<file path="src/rtl/lss_pkg.sv">
package lss_pkg;

  localparam int unsigned DefMaxNx = 32;
  localparam int unsigned DefMaxNy = 32;
  localparam int unsigned DefMaxNz = 32;

  localparam int unsigned CoordW = 10;
  localparam int unsigned CfgIdxW = 3;
  localparam int unsigned CfgDataW = 32;

  typedef enum logic [1:0] {
    RANK_NONE,
    RANK_LINE,
    RANK_PLANE,
    RANK_VOLUME
  } rank_e;

  typedef enum logic [CfgIdxW-1:0] {
    CFG_RANK,
    CFG_SIZE_X,
    CFG_SIZE_Y,
    CFG_SIZE_Z,
    CFG_GHOST,
    CFG_COEF_X,
    CFG_COEF_Y,
    CFG_COEF_Z
  } cfg_idx_e;

  typedef struct packed {
    rank_e       rank;
    logic [5:0]  size_x;
    logic [5:0]  size_y;
    logic [5:0]  size_z;
    logic [3:0]  ghost;
    logic [31:0] coef_x;
    logic [31:0] coef_y;
    logic [31:0] coef_z;
  } cfg_t;

  localparam cfg_t CfgReset = '{
    rank:   RANK_VOLUME,
    size_x: 6'd32,
    size_y: 6'd32,
    size_z: 6'd32,
    ghost:  4'd1,
    coef_x: 32'd65536,
    coef_y: 32'd65536,
    coef_z: 32'd65536
  };

  typedef struct packed {
    logic signed [31:0] sample_value;
    logic               grid_end;
  } in_req_t;

  typedef struct packed {
    logic signed [31:0] laplacian_value;
    logic [4:0]         point_x;
    logic [4:0]         point_y;
    logic [4:0]         point_z;
    logic               final_point;
  } out_req_t;

  // One accepted sample after the plane reads have been issued.
  typedef struct packed {
    rank_e              rank;
    logic               emit;
    logic               row_start;
    logic               fin;
    logic [4:0]         px;
    logic [4:0]         py;
    logic [4:0]         pz;
    logic signed [31:0] sample;
    logic signed [31:0] lw0;
    logic signed [31:0] lw1;
  } s1_t;

  // Read data from the plane store for one sample.
  typedef struct packed {
    logic signed [31:0] row;
    logic signed [31:0] alt;
    logic signed [31:0] ym;
    logic signed [31:0] back;
  } rd_t;

endpackage

</file>
<file path="src/rtl/lss_front.sv">
module lss_front #(
  parameter int unsigned MAX_NX = 32,
  parameter int unsigned MAX_NY = 32,
  parameter int unsigned MAX_NZ = 32,
  parameter int unsigned AW = 11
) (
  input  logic             clk_i,
  input  logic             rst_ni,
  input  logic             in_valid_i,
  output logic             in_ready_o,
  input  lss_pkg::in_req_t in_req_i,
  input  lss_pkg::cfg_t    cfg_i,
  input  logic             s1_ready_i,
  output logic             s1_valid_o,
  output lss_pkg::s1_t     s1_o,
  output logic             ram_en_o,
  output logic [AW-1:0]    waddr_o,
  output logic [AW-1:0]    raddr_row_o,
  output logic [AW-1:0]    raddr_alt_o,
  output logic [AW-1:0]    raddr_ym_o,
  output logic [AW-1:0]    raddr_back_o
);
  import lss_pkg::*;

  localparam int unsigned XW = $clog2(MAX_NX);
  localparam int unsigned YW = (MAX_NY > 1) ? $clog2(MAX_NY) : 1;
  localparam int unsigned ZW = (MAX_NZ > 1) ? $clog2(MAX_NZ) : 1;

  function automatic logic [CoordW-1:0] clamp_dim(input logic [5:0] v,
                                                  input logic [CoordW-1:0] mx);
    logic [CoordW-1:0] w;
    w = CoordW'(v);
    if (w == '0) begin
      return CoordW'(1);
    end
    if (w > mx) begin
      return mx;
    end
    return w;
  endfunction

  function automatic logic in_span(input logic [CoordW-1:0] c,
                                   input logic [CoordW-1:0] g,
                                   input logic [CoordW-1:0] n);
    return (c >= g) && ((c + g) < n);
  endfunction

  logic [XW-1:0] pos_x_q, pos_x_d;
  logic [YW-1:0] pos_y_q, pos_y_d;
  logic [ZW-1:0] pos_z_q, pos_z_d;
  logic signed [31:0] lw0_q, lw1_q;
  logic s1_valid_q;
  s1_t  s1_q, s1_d;
  logic accept;
  logic [CoordW-1:0] nx, ny, nz, g, x, y, z, cx, cy, cz;
  logic ix, iy, iz;
  logic [XW-1:0] xp1;
  logic [YW-1:0] ym1, ym2, yp1;
  logic zp;

  assign in_ready_o = !s1_valid_q || s1_ready_i;
  assign accept     = in_valid_i && in_ready_o;

  always_comb begin
    nx = clamp_dim(cfg_i.size_x, CoordW'(MAX_NX));
    ny = (cfg_i.rank == RANK_PLANE || cfg_i.rank == RANK_VOLUME) ?
         clamp_dim(cfg_i.size_y, CoordW'(MAX_NY)) : CoordW'(1);
    nz = (cfg_i.rank == RANK_VOLUME) ? clamp_dim(cfg_i.size_z, CoordW'(MAX_NZ)) : CoordW'(1);
    g  = (cfg_i.ghost == '0) ? CoordW'(1) : CoordW'(cfg_i.ghost);
    x  = CoordW'(pos_x_q);
    y  = CoordW'(pos_y_q);
    z  = CoordW'(pos_z_q);
    cx = (cfg_i.rank == RANK_LINE) ? x - CoordW'(1) : x;
    cy = '0;
    cz = '0;
    if (cfg_i.rank == RANK_PLANE) begin
      cy = y - CoordW'(1);
    end else if (cfg_i.rank == RANK_VOLUME) begin
      cy = y;
      cz = z - CoordW'(1);
    end
    ix = in_span(cx, g, nx);
    iy = in_span(cy, g, ny);
    iz = in_span(cz, g, nz);

    s1_d           = s1_q;
    s1_d.rank      = cfg_i.rank;
    s1_d.row_start = (pos_x_q == '0);
    s1_d.px        = cx[4:0];
    s1_d.py        = cy[4:0];
    s1_d.pz        = cz[4:0];
    s1_d.sample    = in_req_i.sample_value;
    s1_d.lw0       = lw0_q;
    s1_d.lw1       = lw1_q;
    unique case (cfg_i.rank)
      RANK_LINE: begin
        s1_d.emit = (x != '0) && ix;
        s1_d.fin  = (cx + g + CoordW'(1)) == nx;
      end
      RANK_PLANE: begin
        s1_d.emit = (y != '0) && ix && iy;
        s1_d.fin  = ((cx + g + CoordW'(1)) == nx) && ((cy + g + CoordW'(1)) == ny);
      end
      RANK_VOLUME: begin
        s1_d.emit = (z != '0) && ix && iy && iz;
        s1_d.fin  = ((cx + g + CoordW'(1)) == nx) && ((cy + g + CoordW'(1)) == ny) &&
                    ((cz + g + CoordW'(1)) == nz);
      end
      default: begin
        s1_d.emit = 1'b0;
        s1_d.fin  = 1'b0;
      end
    endcase
  end

  always_comb begin
    pos_x_d = pos_x_q;
    pos_y_d = pos_y_q;
    pos_z_d = pos_z_q;
    if (accept) begin
      if (in_req_i.grid_end) begin
        pos_x_d = '0;
        pos_y_d = '0;
        pos_z_d = '0;
      end else if ((x + CoordW'(1)) >= nx) begin
        pos_x_d = '0;
        if ((y + CoordW'(1)) >= ny) begin
          pos_y_d = '0;
          if ((z + CoordW'(1)) >= nz) begin
            pos_z_d = '0;
          end else begin
            pos_z_d = ZW'(z + CoordW'(1));
          end
        end else begin
          pos_y_d = YW'(y + CoordW'(1));
        end
      end else begin
        pos_x_d = XW'(x + CoordW'(1));
      end
    end
  end

  always_comb begin
    xp1 = pos_x_q + XW'(1);
    ym1 = pos_y_q - YW'(1);
    ym2 = pos_y_q - YW'(2);
    yp1 = pos_y_q + YW'(1);
    zp  = ~pos_z_q[0];
    waddr_o      = {pos_z_q[0], pos_y_q, pos_x_q};
    raddr_back_o = {pos_z_q[0], pos_y_q, pos_x_q};
    if (cfg_i.rank == RANK_VOLUME) begin
      raddr_row_o = {zp, pos_y_q, xp1};
      raddr_alt_o = (pos_x_q == '0) ? {zp, pos_y_q, {XW{1'b0}}} : {zp, yp1, pos_x_q};
      raddr_ym_o  = {zp, ym1, pos_x_q};
    end else begin
      raddr_row_o = {1'b0, ym1, xp1};
      raddr_alt_o = {1'b0, ym1, {XW{1'b0}}};
      raddr_ym_o  = {1'b0, ym2, pos_x_q};
    end
  end

  assign ram_en_o   = accept;
  assign s1_valid_o = s1_valid_q;
  assign s1_o       = s1_q;

  always_ff @(posedge clk_i or negedge rst_ni) begin
    if (!rst_ni) begin
      pos_x_q    <= '0;
      pos_y_q    <= '0;
      pos_z_q    <= '0;
      lw0_q      <= '0;
      lw1_q      <= '0;
      s1_valid_q <= 1'b0;
    end else begin
      pos_x_q <= pos_x_d;
      pos_y_q <= pos_y_d;
      pos_z_q <= pos_z_d;
      if (accept) begin
        lw1_q <= lw0_q;
        lw0_q <= in_req_i.sample_value;
      end
      if (in_ready_o) begin
        s1_valid_q <= in_valid_i;
      end
    end
  end

  always_ff @(posedge clk_i) begin
    if (accept) begin
      s1_q <= s1_d;
    end
  end

endmodule

</file>
<file path="config.mk">
export PLATFORM = sky130hd
export DESIGN_NAME = lss_front
export DESIGN_NICKNAME = d
export VERILOG_FILES = /design/src/rtl/lss_pkg.sv /design/src/rtl/lss_front.sv
export SDC_FILE = /design/constraint.sdc
export NUM_CORES = 1
export LEC_CHECK = 0
export BUFFER_PORTS_ARGS = -buffer_cell sky130_fd_sc_hd__buf_2
export CAP_MARGIN = 20
export CELL_PAD_IN_SITES_DETAIL_PLACEMENT = 0
export CELL_PAD_IN_SITES_GLOBAL_PLACEMENT = 1
export CORE_MARGIN = 4
export CORE_UTILIZATION = 36
export CTS_BUF_LIST = sky130_fd_sc_hd__clkbuf_2 sky130_fd_sc_hd__clkbuf_4 sky130_fd_sc_hd__clkbuf_8
export DETAILED_ROUTE_END_ITERATION = 16
export MAX_ROUTING_LAYER = met4
export PLACE_DENSITY = 0.85
export REMOVE_ABC_BUFFERS = 1
export SYNTH_ARGS = -nofsm -noshare
export SYNTH_HDL_FRONTEND = slang
export SYNTH_SLANG_ARGS = --single-unit
export TNS_END_PERCENT = 50
</file>
<file path="constraint.sdc">
create_clock -name clk_i -period 5.2 [get_ports clk_i]
set_input_delay 0.78 -clock clk_i [delete_from_list [all_inputs] [get_ports clk_i]]
set_output_delay 0.78 -clock clk_i [all_outputs]
set_load 0.005 [all_outputs]
</file>
==> run summary <==
## Cells and area
- total inserted antenna cells: 0
- post-layout util: 43.46%
- Layout area overhead: 18.89%
- net count of the finished layout: 1359
- post-route cell area: 0.01171 sq mm
- fill count: 2508
- fraction of final layout cells with drive strength greater than 1: 25.92%

## Synthesis
- post-synth top area share: 35.36%
- total of flip-flops plus latches after synthesis: 196
- number of enable-type register cells in the synthesized netlist: 116
- Cells after Synth: 912
- Area contributors post-synth: sky130_fd_sc_hd__edfxtp_1 35%, sky130_fd_sc_hd__dfrtp_1 20%, sky130_fd_sc_hd__ha_1 9.5%, sky130_fd_sc_hd__nand2_1 9.1%, sky130_fd_sc_hd__xnor2_1 3.3%
- Synth async-reset ratio: 40.82%
- warning count from the yosys run: 0
- cell accounting for the most synthesized area: sky130_fd_sc_hd__edfxtp_1
- prevailing post-synth register cell: sky130_fd_sc_hd__edfxtp_1
- number of different library cells in the post-synthesis netlist: 68
- most numerous cell types in the synthesized netlist: 240 x sky130_fd_sc_hd__nand2_1, 116 x sky130_fd_sc_hd__edfxtp_1, 80 x sky130_fd_sc_hd__dfrtp_1
- synthesized cell area: 0.009852 sq mm
- mean instance size in the synthesized netlist: 10.80 sq um
- register area share after synthesis: 55.68%
- cell with the most instances after synthesis: sky130_fd_sc_hd__nand2_1

## Timing
- final worst path period share: 83.87%
- clock period minus worst slack: 4.361 ns
- RSZ-0062 raised after global routing: no
- worst-margin pin slew: 0.8917 ns
- maximum frequency from static timing analysis: 0.2293 GHz
- worst-case hold slack: 0.2080 ns
- number of failing setup endpoints in the final timing report: 0
- Worst Slack Setup Final: 0.8390 ns
- final setup skew: 0.02425 ns
- Hold Fails Final Rpt: 0
- Slew Limit Fails: 0
- normalized max-slew margin: 40.05%

## Clocking
- count of H-tree levels built during CTS: 4
- number of CTS-inserted buffers: 17
- worst-skew pair later-pin latency: 0.46 ns
- Hold Buf Count CTS: 0
- Post-CTS Setup Repair Bufs: 0
- clock sink count: 196
- clock input transition at the sequential cells of the worst setup and hold paths: 0.14 ns
- number of gates resized after CTS: 0
- maximum count of clock buffers along a single path: 2
- clock tree from TritonCTS: yes
- Root Buffer Master: sky130_fd_sc_hd__clkbuf_8

## Place
- Port Buf Inserts: 234
- final RePlAce weighted congestion: 0.9164
- detailed placement HPWL: 17.54 mm
- Placement Cell Area: 0.01128 sq mm
- pre-CTS worst setup slack: 0.5853 ns

## Global routing
- initial antenna violation count: 0
- leftover overflow at the end of global routing: 0
- number of global-route vias before repair: 6988
- GRT Resource Usage Total: 16.48%
- largest net degree at the start of global routing: 117
- global-route wire length before repair: 38.40 mm

## Power
- Static Leak: 5.511 nW
- Int Pwr: 2.881 mW
- Reg power frac: 43.5%
- NetSw: 1.631 mW
- switching portion of total power: 36.15%
- total power of the final layout: 4.512 mW
- power per cell area: 385.3 mW/mm^2
- clock group share of total power: 23.5%
- relative contribution of combinational cells to total power: 33.0%
- worst supply voltage drop on vdd: 211.8 uV

## Drt
- routed len/inst: 16.54 um
- detailed-routing wirelength on met1: 11.55 mm
- wire length on met3: 1.239 mm
- DRC violation count after routing: 0
- router iterations before antenna repair: 5
- antenna violation net count after detailed routing: 0
- via-per-instance ratio: 4.861
- via count of the routed design: 7189
- highest metal layer with signal wires: met4
- Iter 0 DRT Violations: 562
- total met2 wirelength after detailed routing: 11.42 mm
- total length of routed wires: 24.46 mm

## Die
- count of pins on the block boundary: 331
- DIE AREA: 0.03008 sq mm
- die boundary height: 173.4 um
- core area: 0.02695 sq mm
- width of the chip: 173.4 um
- initial core utilization: 36.56%
- Std-Cell Rows: 60

## Critical path
- Required @ worst endpoint: 5.51 ns
- CP Class: reg -> reg
- signal arrival time at the worst endpoint: 4.67 ns
- Critical Path End Type: register
- Crit Path Max Fanout: 10
- crit start category: register

## Hold path
- class of the tightest hold or removal check: in -> async

## Outcome
- result of the run: finished, final reports clean

## Flow run
- max-cap violations: 0

==> worst paths after layout <==
path,startpoint,end,slack [ns],cells after the start
max reg2reg,pos_x_q[0],s1_o[111],0.84,11
max,pos_x_q[0],s1_o[111],0.84,11
min,rst_ni,s1_valid_o,0.21,1
min in group clk_i,lw1_q[8],s1_o[8],0.44,0
min reg2reg,lw1_q[8],s1_o[8],0.44,0
max in group asynchronous,rst_ni,lw0_q[19],3.87,2
==> state kept, by name, indices dropped and copies added (netlist names) <==
| register | cells |
|---|---|
| s1_valid_o | 1 |
| lw1_q | 32 |
| pos_z_q | 5 |
| pos_y_q | 5 |
| s1_o | 116 |
| lw0_q | 32 |
| pos_x_q | 5 |
==> placed cells by master, fill, tap and decap left out, types with 4 or more instances in the layout <==
cell type                  Yosys  final
sky130_fd_sc_hd__nand2_1     240    239
sky130_fd_sc_hd__buf_2         2    233
sky130_fd_sc_hd__edfxtp_1    116    116
sky130_fd_sc_hd__dfrtp_1      80     80
sky130_fd_sc_hd__ha_1         75     75
sky130_fd_sc_hd__nor2_1       47     47
sky130_fd_sc_hd__xnor2_1      37     37
sky130_fd_sc_hd__inv_1        36     35
sky130_fd_sc_hd__o21ai_0      33     33
sky130_fd_sc_hd__a21oi_1      18     18
sky130_fd_sc_hd__nand2b_1     17     17
sky130_fd_sc_hd__clkbuf_8      0     17
sky130_fd_sc_hd__nand3_1      16     16
sky130_fd_sc_hd__xor2_1       16     16
sky130_fd_sc_hd__buf_4        20     13
sky130_fd_sc_hd__nor2b_1      10     10
sky130_fd_sc_hd__a21o_1       10     10
sky130_fd_sc_hd__a211oi_1      9      9
sky130_fd_sc_hd__nor3_1        8      8
sky130_fd_sc_hd__nor4_1        7      7
sky130_fd_sc_hd__and2_1        6      6
sky130_fd_sc_hd__o21a_1        6      6
sky130_fd_sc_hd__clkinv_8      0      6
sky130_fd_sc_hd__and3_1        5      5
sky130_fd_sc_hd__mux2i_1       4      4
sky130_fd_sc_hd__or3_1         4      4
sky130_fd_sc_hd__o31ai_1       4      4
sky130_fd_sc_hd__a31oi_1       4      4
sky130_fd_sc_hd__inv_6         0      4
==> cell type report <==
class / instances / area (sq um) / share of cell area [%]
Clock buffer: 17 / 234.0 / 1.998
Clock inverter: 15 / 200.2 / 1.709
Inverter: 37 / 143.9 / 1.228
Multi-Input combinational cell: 626 / 3939 / 33.63
Sequential cell: 196 / 5485 / 46.83
Tap cell: 341 / 426.7 / 3.643
Timing Repair Buffer: 247 / 1284 / 10.96
==> metal layers <==
metal,up-vias,global-route usage (%)
li1,3521,-
met1,3421,22.24
met2,221,26.16
met3,26,2.814
met4,0,3.991
met5,-,-
==> power groups by stage <==
| stage | clock network [mW] | registers (mW) | logic (mW) |
|---|---|---|---|
| after CTS | 1.10 | 1.96 | 1.51 |
| final | 1.06 | 1.96 | 1.49 |
| after global routing | 1.16 | 1.99 | 1.68 |
| after detailed placement | 0 | 2.00 | 1.49 |
| after global placement | 0 | 1.99 | 1.47 |
| after floorplan | 0 | 2.00 | 0.924 |
==> critical path: stages (launching register included) <==
cell and delay (ns):
sky130_fd_sc_hd__dfrtp_1 0.59, sky130_fd_sc_hd__inv_1 0.20, sky130_fd_sc_hd__ha_1 0.41, sky130_fd_sc_hd__o21ai_0 0.57, sky130_fd_sc_hd__ha_1 0.36, sky130_fd_sc_hd__or3b_4 0.39
sky130_fd_sc_hd__a31oi_1 0.28, sky130_fd_sc_hd__o21ai_0 0.31, sky130_fd_sc_hd__nor3_2 0.24, sky130_fd_sc_hd__a211oi_1 0.07, sky130_fd_sc_hd__or4_1 0.56, sky130_fd_sc_hd__nor4_2 0.22
==> through the flow <==
stage | setup TNS [ns] | cells
global placement | 0 | 1447
global route | 0 | 1479
CTS | 0 | 1479
detailed placement | 0 | 1447
floorplan | -129.97 | 859
finish | 0 | 1479
==> cells by family (layout without fill, tap and decap cells) <==
group	Yosys count	count (layout)	synth area share, %
buf+inv	90	316	4.369
simple gates	378	378	16.97
mux	5	5	0.5461
compound gates	110	110	7.366
xor+xnor	55	55	5.042
fa+ha+maj	78	78	10.03
flops	196	196	55.68
No activity file was read; power rests on OpenSTA's default activity.
